$ cat src/cdo_pkg.sv
// Shared types, constants and the month table of the civil date offset unit.
// Used by cdo_days_from, cdo_civil_from and civil_date_offset_unit_core.
`timescale 1ns / 1ps
`default_nettype none

package cdo_pkg;

	localparam logic [1:0] ST_OK       = 2'd0;
	localparam logic [1:0] ST_BAD_DATE = 2'd1;
	localparam logic [1:0] ST_RANGE    = 2'd2;

	localparam logic [26:0] DATE_MIN = 27'd10000000;
	localparam logic [26:0] DATE_MAX = 27'd99999999;

	localparam logic [27:0] REC_10K  = 28'd219902326;
	localparam logic [14:0] REC_100  = 15'd20972;
	localparam logic [12:0] REC_25   = 13'd5243;
	localparam logic [23:0] REC_ERA  = 24'd15051803;
	localparam logic [23:0] REC_7    = 24'd9586981;
	localparam logic [18:0] REC_1460 = 19'd367720;
	localparam logic [18:0] REC_365  = 19'd367720;
	localparam logic [11:0] REC_153  = 12'd3427;

	localparam logic [13:0] DEC_10K   = 14'd10000;
	localparam logic [17:0] ERA_DAYS  = 18'd146097;
	localparam logic [17:0] ERA_LAST  = 18'd146096;
	localparam logic [17:0] CENT_DAYS = 18'd36524;
	// Five eras are added ahead of the epoch shift so the day index stays positive.
	localparam logic [23:0] EPOCH_BIAS = 24'd730485;
	localparam logic [22:0] DAY_BIAS   = 23'd1449953;
	localparam logic [15:0] ERA_YEARS  = 16'd2000;
	localparam logic [15:0] YEAR_LOW   = 16'd1000;
	localparam logic [15:0] YEAR_HIGH  = 16'd9999;

	typedef struct packed {
		logic        valid;
		logic        ok;
		logic [22:0] zz;
	} cdo_days_t;

	// First day of each month within a March-based year.
	function automatic logic [8:0] month_start(input logic [3:0] mp);
		logic [8:0] r;
		unique case (mp)
			4'd0:    r = 9'd0;
			4'd1:    r = 9'd31;
			4'd2:    r = 9'd61;
			4'd3:    r = 9'd92;
			4'd4:    r = 9'd122;
			4'd5:    r = 9'd153;
			4'd6:    r = 9'd184;
			4'd7:    r = 9'd214;
			4'd8:    r = 9'd245;
			4'd9:    r = 9'd275;
			4'd10:   r = 9'd306;
			4'd11:   r = 9'd337;
			default: r = 9'd0;
		endcase
		return r;
	endfunction

endpackage

`default_nettype wire

$ cat src/cdo_days_from.sv
// Front half of the pipeline: splits the decimal date, checks it, and forms
// the biased day index with the offset added. Depends on cdo_pkg.
`timescale 1ns / 1ps
`default_nettype none

module cdo_days_from (
	input  logic                    clk,
	input  logic                    arst_n,
	input  logic                    adv,
	input  logic                    in_valid,
	input  logic [26:0]             date_in,
	input  logic signed [20:0]      day_offset,
	output cdo_pkg::cdo_days_t      days_out
);
	import cdo_pkg::*;

	logic        v_s1, v_s2, v_s3, v_s4, v_s5, v_s6;
	logic [26:0] raw_s1;
	logic [20:0] off_s1, off_s2, off_s3, off_s4, off_s5;
	logic        fmt_s1, fmt_s2, fmt_s3;
	logic [13:0] yr_s1, yr_s2, yr_s3;
	logic [13:0] rem_s2, rem_s3;
	logic [6:0]  mo_s3;
	logic [6:0]  dy_s4;
	logic        ok_s4, ok_s5, ok_s6;
	logic [13:0] yy_s4, yy_s5;
	logic [3:0]  mp_s4;
	logic [21:0] t365_s5;
	logic [7:0]  q100_s5;
	logic [5:0]  q400_s5;
	logic [8:0]  doy_s5;
	logic [22:0] zz_s6;

	logic [54:0] prod_10k;
	logic [26:0] rem_full;
	logic [28:0] prod_100;
	logic [13:0] dy_full;
	logic [6:0]  dy_c;
	logic        early_c;
	logic        ok_c;
	logic [24:0] prod_q100;
	logic [22:0] prod_q400;
	logic [23:0] sum_c;

	always_comb begin
		prod_10k  = 55'(date_in) * 55'(REC_10K);
		rem_full  = raw_s1 - 27'(yr_s1) * 27'(DEC_10K);
		prod_100  = 29'(rem_s2) * 29'(REC_100);
		dy_full   = rem_s3 - 14'(mo_s3) * 14'd100;
		dy_c      = dy_full[6:0];
		early_c   = (mo_s3 <= 7'd2);
		ok_c      = fmt_s3 && (mo_s3 >= 7'd1) && (mo_s3 <= 7'd12)
			&& (dy_c >= 7'd1) && (dy_c <= 7'd31);
		prod_q100 = 25'(yy_s4[13:2]) * 25'(REC_25);
		prod_q400 = 23'(yy_s4[13:4]) * 23'(REC_25);
		sum_c     = 24'(t365_s5) + 24'(yy_s5[13:2]) - 24'(q100_s5) + 24'(q400_s5)
			+ 24'(doy_s5) + {{3{off_s5[20]}}, off_s5} + EPOCH_BIAS;
	end

	always_ff @(posedge clk or negedge arst_n) begin
		if (!arst_n) begin
			v_s1 <= 1'b0;
			v_s2 <= 1'b0;
			v_s3 <= 1'b0;
			v_s4 <= 1'b0;
			v_s5 <= 1'b0;
			v_s6 <= 1'b0;
		end else if (adv) begin
			v_s1 <= in_valid;
			v_s2 <= v_s1;
			v_s3 <= v_s2;
			v_s4 <= v_s3;
			v_s5 <= v_s4;
			v_s6 <= v_s5;
		end
	end

	always_ff @(posedge clk) begin
		if (adv) begin
			raw_s1  <= date_in;
			off_s1  <= day_offset;
			fmt_s1  <= (date_in >= DATE_MIN) && (date_in <= DATE_MAX);
			yr_s1   <= prod_10k[54:41];

			off_s2  <= off_s1;
			fmt_s2  <= fmt_s1;
			yr_s2   <= yr_s1;
			rem_s2  <= rem_full[13:0];

			off_s3  <= off_s2;
			fmt_s3  <= fmt_s2;
			yr_s3   <= yr_s2;
			rem_s3  <= rem_s2;
			mo_s3   <= prod_100[27:21];

			off_s4  <= off_s3;
			dy_s4   <= dy_c;
			ok_s4   <= ok_c;
			yy_s4   <= yr_s3 - 14'(early_c);
			mp_s4   <= early_c ? 4'(mo_s3 + 7'd9) : 4'(mo_s3 - 7'd3);

			off_s5  <= off_s4;
			ok_s5   <= ok_s4;
			yy_s5   <= yy_s4;
			t365_s5 <= 22'(yy_s4) * 22'd365;
			q100_s5 <= prod_q100[24:17];
			q400_s5 <= prod_q400[22:17];
			doy_s5  <= month_start(mp_s4) + 9'(dy_s4) - 9'd1;

			ok_s6   <= ok_s5;
			zz_s6   <= sum_c[22:0];
		end
	end

	assign days_out = '{valid: v_s6, ok: ok_s6, zz: zz_s6};

endmodule

`default_nettype wire

$ cat src/cdo_civil_from.sv
// Back half of the pipeline: turns the biased day index into year, month,
// day and weekday, and registers the result item. Depends on cdo_pkg.
`timescale 1ns / 1ps
`default_nettype none

module cdo_civil_from (
	input  logic                    clk,
	input  logic                    arst_n,
	input  logic                    adv,
	input  cdo_pkg::cdo_days_t      days_in,
	output logic                    out_valid,
	output logic [26:0]             date_out,
	output logic signed [22:0]      day_count,
	output logic [2:0]              day_of_week,
	output logic                    is_workday,
	output logic [1:0]              status
);
	import cdo_pkg::*;

	logic        v_s7, v_s8, v_s9, v_s10, v_s11, v_s12, v_s13, v_s14;
	logic        ok_s7, ok_s8, ok_s9, ok_s10, ok_s11, ok_s12, ok_s13;
	logic [22:0] zz_s7, zz_s8;
	logic [5:0]  era_s7, era_s8, era_s9, era_s10, era_s11, era_s12;
	logic [17:0] doe_s8, doe_s9, doe_s10;
	logic [19:0] wq_s8;
	logic [22:0] cnt_s9, cnt_s10, cnt_s11, cnt_s12, cnt_s13;
	logic [2:0]  wd_s9, wd_s10, wd_s11, wd_s12, wd_s13;
	logic [17:0] t_s9;
	logic [8:0]  yoe_s10, yoe_s11, yoe_s12;
	logic [8:0]  doy_s11, doy_s12;
	logic [3:0]  mp_s12;
	logic [4:0]  rd_s13;
	logic [3:0]  rm_s13;
	logic [13:0] ry_s13;
	logic        inr_s13;

	logic [46:0] prod_era;
	logic [22:0] doe_full;
	logic [22:0] x7_c;
	logic [46:0] prod_wk;
	logic [22:0] wd_full;
	logic [36:0] prod_1460;
	logic [2:0]  cent_c;
	logic [17:0] t_c;
	logic [36:0] prod_365;
	logic [1:0]  yc_c;
	logic [17:0] doy_full;
	logic [10:0] x153_c;
	logic [22:0] prod_153;
	logic [8:0]  rd_full;
	logic        early_c;
	logic [15:0] ry_c;

	always_comb begin
		prod_era  = 47'(days_in.zz) * 47'(REC_ERA);
		doe_full  = zz_s7 - 23'(era_s7) * 23'(ERA_DAYS);
		x7_c      = zz_s7 + 23'd3;
		prod_wk   = 47'(x7_c) * 47'(REC_7);
		wd_full   = (zz_s8 + 23'd3) - 23'(wq_s8) * 23'd7;
		prod_1460 = 37'(doe_s8) * 37'(REC_1460);
		cent_c    = 3'(doe_s8 >= CENT_DAYS) + 3'(doe_s8 >= 18'd73048)
			+ 3'(doe_s8 >= 18'd109572) + 3'(doe_s8 >= ERA_LAST);
		t_c       = doe_s8 - 18'(prod_1460[35:29]) + 18'(cent_c)
			- 18'(doe_s8 == ERA_LAST);
		prod_365  = 37'(t_s9) * 37'(REC_365);
		yc_c      = 2'(yoe_s10 >= 9'd100) + 2'(yoe_s10 >= 9'd200) + 2'(yoe_s10 >= 9'd300);
		doy_full  = doe_s10 - (18'(yoe_s10) * 18'd365 + 18'(yoe_s10[8:2]) - 18'(yc_c));
		x153_c    = 11'(doy_s11) * 11'd5 + 11'd2;
		prod_153  = 23'(x153_c) * 23'(REC_153);
		rd_full   = doy_s12 - month_start(mp_s12) + 9'd1;
		early_c   = (mp_s12 >= 4'd10);
		ry_c      = 16'(yoe_s12) + 16'(era_s12) * 16'd400 - ERA_YEARS + 16'(early_c);
	end

	always_ff @(posedge clk or negedge arst_n) begin
		if (!arst_n) begin
			v_s7  <= 1'b0;
			v_s8  <= 1'b0;
			v_s9  <= 1'b0;
			v_s10 <= 1'b0;
			v_s11 <= 1'b0;
			v_s12 <= 1'b0;
			v_s13 <= 1'b0;
			v_s14 <= 1'b0;
		end else if (adv) begin
			v_s7  <= days_in.valid;
			v_s8  <= v_s7;
			v_s9  <= v_s8;
			v_s10 <= v_s9;
			v_s11 <= v_s10;
			v_s12 <= v_s11;
			v_s13 <= v_s12;
			v_s14 <= v_s13;
		end
	end

	always_ff @(posedge clk) begin
		if (adv) begin
			ok_s7   <= days_in.ok;
			zz_s7   <= days_in.zz;
			era_s7  <= prod_era[46:41];

			ok_s8   <= ok_s7;
			zz_s8   <= zz_s7;
			era_s8  <= era_s7;
			doe_s8  <= doe_full[17:0];
			wq_s8   <= prod_wk[45:26];

			ok_s9   <= ok_s8;
			era_s9  <= era_s8;
			doe_s9  <= doe_s8;
			cnt_s9  <= zz_s8 - DAY_BIAS;
			wd_s9   <= wd_full[2:0];
			t_s9    <= t_c;

			ok_s10  <= ok_s9;
			era_s10 <= era_s9;
			doe_s10 <= doe_s9;
			cnt_s10 <= cnt_s9;
			wd_s10  <= wd_s9;
			yoe_s10 <= prod_365[35:27];

			ok_s11  <= ok_s10;
			era_s11 <= era_s10;
			cnt_s11 <= cnt_s10;
			wd_s11  <= wd_s10;
			yoe_s11 <= yoe_s10;
			doy_s11 <= doy_full[8:0];

			ok_s12  <= ok_s11;
			era_s12 <= era_s11;
			cnt_s12 <= cnt_s11;
			wd_s12  <= wd_s11;
			yoe_s12 <= yoe_s11;
			doy_s12 <= doy_s11;
			mp_s12  <= prod_153[22:19];

			ok_s13  <= ok_s12;
			cnt_s13 <= cnt_s12;
			wd_s13  <= wd_s12;
			rd_s13  <= rd_full[4:0];
			rm_s13  <= early_c ? 4'(mp_s12 - 4'd9) : 4'(mp_s12 + 4'd3);
			ry_s13  <= ry_c[13:0];
			inr_s13 <= ($signed(ry_c) >= $signed(YEAR_LOW))
				&& ($signed(ry_c) <= $signed(YEAR_HIGH));

			if (!ok_s13) begin
				date_out    <= '0;
				day_count   <= '0;
				day_of_week <= '0;
				is_workday  <= 1'b0;
				status      <= ST_BAD_DATE;
			end else begin
				date_out    <= inr_s13 ? (27'(ry_s13) * 27'(DEC_10K) + 27'(rm_s13) * 27'd100
					+ 27'(rd_s13)) : '0;
				day_count   <= cnt_s13;
				day_of_week <= wd_s13;
				is_workday  <= (wd_s13 != 3'd0) && (wd_s13 != 3'd6);
				status      <= inr_s13 ? ST_OK : ST_RANGE;
			end
		end
	end

	assign out_valid = v_s14;

endmodule

`default_nettype wire

$ cat src/civil_date_offset_unit_core.sv
// Top level of the civil date offset unit: handshake control around the
// two pipeline halves. Depends on cdo_pkg, cdo_days_from and cdo_civil_from.
`timescale 1ns / 1ps
`default_nettype none

// The unit adds a signed day offset to an eight-digit YYYYMMDD date and
// returns the new date, its day count since 1970-01-01, its weekday and a
// workday flag. It is a fourteen-stage pipeline that accepts one item every
// cycle while the output is not held and registers each result in its last
// stage; the chain of constant-reciprocal multiplies that splits the date and
// the day count sets that depth. When the output is held the whole pipeline
// holds, and in_ready follows out_ready while the last stage is full.
module civil_date_offset_unit_core (
	input  logic                clk,
	input  logic                arst_n,
	input  logic                in_valid,
	output logic                in_ready,
	input  logic [26:0]         date_in,
	input  logic signed [20:0]  day_offset,
	output logic                out_valid,
	input  logic                out_ready,
	output logic [26:0]         date_out,
	output logic signed [22:0]  day_count,
	output logic [2:0]          day_of_week,
	output logic                is_workday,
	output logic [1:0]          status
);
	import cdo_pkg::*;

	logic      adv;
	cdo_days_t days_mid;

	assign adv      = !out_valid || out_ready;
	assign in_ready = adv;

	cdo_days_from u_days (
		.clk        (clk),
		.arst_n     (arst_n),
		.adv        (adv),
		.in_valid   (in_valid),
		.date_in    (date_in),
		.day_offset (day_offset),
		.days_out   (days_mid)
	);

	cdo_civil_from u_civil (
		.clk         (clk),
		.arst_n      (arst_n),
		.adv         (adv),
		.days_in     (days_mid),
		.out_valid   (out_valid),
		.date_out    (date_out),
		.day_count   (day_count),
		.day_of_week (day_of_week),
		.is_workday  (is_workday),
		.status      (status)
	);

	a_status_code: assert property (@(posedge clk) disable iff (!arst_n)
		out_valid |-> (status == ST_OK || status == ST_BAD_DATE || status == ST_RANGE))
		else $error("status code out of range");

	a_bad_zero: assert property (@(posedge clk) disable iff (!arst_n)
		out_valid && status == ST_BAD_DATE |-> date_out == '0 && day_count == '0
			&& day_of_week == '0 && !is_workday)
		else $error("invalid-date item carries nonzero fields");

	a_weekday: assert property (@(posedge clk) disable iff (!arst_n)
		out_valid |-> day_of_week <= 3'd6
			&& is_workday == (day_of_week != 3'd0 && day_of_week != 3'd6))
		else $error("weekday or workday flag inconsistent");

	a_date_span: assert property (@(posedge clk) disable iff (!arst_n)
		out_valid && status == ST_OK |-> date_out >= DATE_MIN && date_out <= 27'd99991231)
		else $error("good item has a date outside years 1000 to 9999");

	a_range_zero: assert property (@(posedge clk) disable iff (!arst_n)
		out_valid && status == ST_RANGE |-> date_out == '0)
		else $error("out-of-range item carries a date");

endmodule

`default_nettype wire
$ cat config.mk
export PLATFORM = sky130hd
export DESIGN_NAME = civil_date_offset_unit_core
export DESIGN_NICKNAME = d
export VERILOG_FILES = /design/src/cdo_pkg.sv /design/src/cdo_days_from.sv /design/src/cdo_civil_from.sv /design/src/civil_date_offset_unit_core.sv
export SDC_FILE = /design/constraint.sdc
export NUM_CORES = 2
export LEC_CHECK = 0
export BUFFER_PORTS_ARGS = -buffer_cell sky130_fd_sc_hd__buf_2
export CAP_MARGIN = 20
export CORE_ASPECT_RATIO = 0.5
export CORE_MARGIN = 8
export CORE_UTILIZATION = 44
export DETAILED_ROUTE_END_ITERATION = 8
export PLACE_DENSITY = 0.64
export SLEW_MARGIN = 20
export SYNTH_ARGS = -nofsm -noshare
export SYNTH_HDL_FRONTEND = slang
export SYNTH_SLANG_ARGS = --single-unit
$ cat constraint.sdc
create_clock -name clk -period 59.3 [get_ports clk]
set_input_delay 2.965 -clock clk [delete_from_list [all_inputs] [get_ports clk]]
set_output_delay 2.965 -clock clk [all_outputs]
set_load 0.02 [all_outputs]
==> metrics.md <==
| Metric | Value |
|---|---|
| Outcome | `finished, final reports clean` |
| Cells on worst reg2reg path | `31` |
| Post-Syn Area | `about 0.084 mm²` |
| Final Hold Violating Endpoints | `0` |
| CP Class | `in -> reg` |
| Slew Limit Headroom | `0.2547` |
| Port bufs | `109` |
| WL per Instance | `17.48 µm` |
| RSZ-0062 raised after global routing | `false` |
| Rows | `113` |
| Hold-fix buffers, CTS | `0` |
| Commonest non-fill, non-tap cell in the layout | `inv_1` |
| Worst EP arrival | `roughly 10 ns` |
| Crit path required time | `~60 ns` |
| Layout area overhead | `7.648%` |
| Setup crit end | `u_days.yr_s1[10]` |
| Post-CTS resize count | `0` |
| CTS tree | `yes` |
| Setup Fix Bufs, Post-CTS | `0` |
| Async SR Flop Fraction | `0.01920` |
| Final setup fails | `0` |
| Core Util, Final | `0.4777` |
| DP HPWL | `149,600 µm` |
| Synth warn | `0` |
| Largest net degree at the start of global routing | `185` |
| #FFs+latches synth | `roughly 730` |
| Worst-path fanout max | `9` |
| Routed vias | `between 40,000 and 50,000` |
| Grt ovf | `0` |
| Final Skew | `0.04758 ns` |
| Final worst-path cycle share | `0.1609` |
| Ant diodes | `0` |
| Mean Syn Cell Area | `11.52 µm²` |
| Post-synth net total | `10,220` |
| Hold Crit Class | `reg -> reg` |
| CTS max path bufs | `3` |
| I/O pin total | `between 100 and 150` |
| Vias in the first global route | `53,790` |
| Initial cell density of the core | `0.4438` |
| Total iterations of the first detailed-routing run | `5` |
| CP startpoint kind | `primary input` |
| Initial antenna violation count | `2` |
| Die ar. | `0.2069 mm²` |
| Slew @ Worst Pin | `approximately 1.1 ns` |
| DRT antenna net count | `0` |
| Share of cells above drive strength 1 | `0.03801` |
| Synth top area cells | `fa_1 (27%), ha_1 (25%), edfxtp_1 (25%)` |
| Crit Reg-Reg Startpoint | `u_civil.doe_s8[13]` |
| Max Freq | `104.8 MHz` |
| Die width | `between 600 and 700 µm` |
| Commonest non-fill, non-tap cells in the layout | `inv_1 (2,059), ha_1 (1,684), fa_1 (1,154)` |
| Initial DRC Count | `2,390` |
| Most used DFF post-synth | `edfxtp_1` |
| GRT Total Usage | `0.1744` |
| Vias/cell | `4.894` |
| Reg2Reg Setup Slack | `roughly 50 ns` |
| Die H | `roughly 330 µm` |
| Clk Tree Root Cell | `clkbuf_16` |
| Seq/Total Area, Yosys | `0.2569` |
| Core box area | `0.1902 mm²` |
| Fin. max-slew vios | `0` |
| Final #Nets | `10,400` |
| Setup TNS | `0 ns` |
| Worst r2r dst | `u_civil.t_s9[17]` |
| Yosys top cell area share | `0.2737` |
| Reg clk slew, reported paths | `about 0.06 ns` |
| Clock latency on the worst-skew pair | `0.70 ns` |
| Final GP Congestion | `about 0.94` |
| Gate count of the mapped netlist | `roughly 7,300` |
| Crit end category | `register` |
| First-pass GRT wire length | `288,400 µm` |
| Clock tree sinks | `roughly 730` |
| EDFF count, synth | `approximately 700` |
| Post-synth cell types | `88` |
| Max_cap viols | `0` |
| TritonCTS Buffers | `76` |
| Max H-tree Level | `3` |
| Tmin final | `9.544 ns` |
| Worst Setup SP | `date_in[11]` |
| Final wirelength | `roughly 180,000 µm` |
| Post-route DRC violation count | `0` |
| Area leader, netlist | `fa_1` |
sequential cells by signal, summed over array words and instances (netlist names), 22 cells and up, named ones only:
signal / cells
u_civil.date_out: 27
u_civil.cnt_s10: 23
u_civil.cnt_s11: 23
u_civil.cnt_s12: 23
u_civil.cnt_s13: 23
u_civil.cnt_s9: 23
u_civil.day_count: 23
u_civil.zz_s7: 23
u_civil.zz_s8: 23
u_days.zz_s6: 23
u_days.t365_s5: 22
routing by layer:
| metal | GRT usage | vias up | routed length [µm] |
|---|---|---|---|
| met5 | 0 | - | 0 |
| met2 | 0.3024 | 705 | 85440 |
| met3 | 0.02838 | 228 | 7713 |
| li1 | - | 23930 | - |
| met1 | 0.2293 | 24600 | 79200 |
| met4 | 0.04037 | 0 | 4269 |
critical path: stages:
cell and delay (ns):
buf_2 0.25, inv_1 0.23, ha_1 0.48, fa_1 0.56, inv_1 0.05, fa_1 0.49, inv_1 0.05, fa_1 0.47
inv_1 0.05, fa_1 0.50, fa_1 0.54, inv_1 0.06, fa_1 0.49, ha_1 0.33, and3_1 0.23, and4_1 0.33
nand4_1 0.12, o2bb2ai_1 0.33, o221ai_1 0.30, a2111oi_4 0.51, o21bai_1 0.18, nand3_1 0.09, or3b_1 0.35
kinds of logic after synthesis:
kind of cell	count (synthesis)	share of synthesized area
adders and majority gates	2838	0.5234
buffers and inverters	2075	0.09250
DFF	729	0.2569
and+or+nand+nor	724	0.04215
AOI/OAI and AO/OA	630	0.05045
xor gates and xnor gates	323	0.03374
muxes	7	0.0008599
cell type report:
type | count | area (µm²)
clock buffers | 86 | 1949
clock inverters | 55 | 715.7
fillers | 17130 | 99310
inverters | 2060 | 7740
multi-input cells | 4522 | 54920
flip-flops and latches | 729 | 21680
well taps | 2530 | 3166
repair buffers | 124 | 683.2
worst min-delay path by stage:
stage / from / end / depth (start not counted)
2_1_floorplan: u_civil.cnt_s9[0] / u_civil.cnt_s10[0] / 0
3_3_place_gp: u_civil.cnt_s9[4] / u_civil.cnt_s10[4] / 0
3_5_place_dp: u_civil.cnt_s9[5] / u_civil.cnt_s10[5] / 0
4_1_cts: u_civil.era_s11[0] / u_civil.era_s12[0] / 0
5_1_grt: u_civil.era_s11[0] / u_civil.era_s12[0] / 0
6_report: u_civil.era_s11[0] / u_civil.era_s12[0] / 0
metrics by stage:
stage | cell area (µm²) | setup WS [ns] | hold slack (ns) | cells
floorplan | 84390 | 33.50 | 0.4003 | 7326
global placement | 88180 | 49.07 | 0.4014 | 9965
detailed placement | 88180 | 49.00 | 0.4045 | 9965
CTS | 90850 | 49.72 | 0.3921 | 10110
global route | 90850 | 49.44 | 0.4018 | 10110
finish | 90850 | 49.76 | 0.3984 | 10110
Yosys cell counts (5+ instances only):
library cell  count
a2111oi_0         9
a211o_1          13
a211oi_1         29
a21boi_0          8
a21o_1           91
a21oi_1         172
a221oi_1          5
a31o_2            5
a31oi_1          16
a41oi_1           7
and2_1           32
and3_1           44
clkbuf_1         13
dfrtp_1          14
dfxtp_1          14
edfxtp_1        701
fa_1           1154
ha_1           1684
inv_1          2059
mux2i_1           5
nand2_1         189
nand2b_1         25
nand3_1          66
nand4_1          34
nor2_1          164
nor2b_1          23
nor3_1           67
nor4_1           10
o2111ai_1         9
o211a_1           6
o211ai_1         13
o21a_1           36
o21ai_0         106
o21ai_1           8
o21bai_1         27
o31a_1            6
o31ai_1          11
o41ai_1           7
or2_2             7
or3_1            24
or4_1             9
xnor2_1         230
xor2_1           92
Power is not shown: default switching activity piles up to over one toggle a cycle in this logic, so the estimate is an artifact.
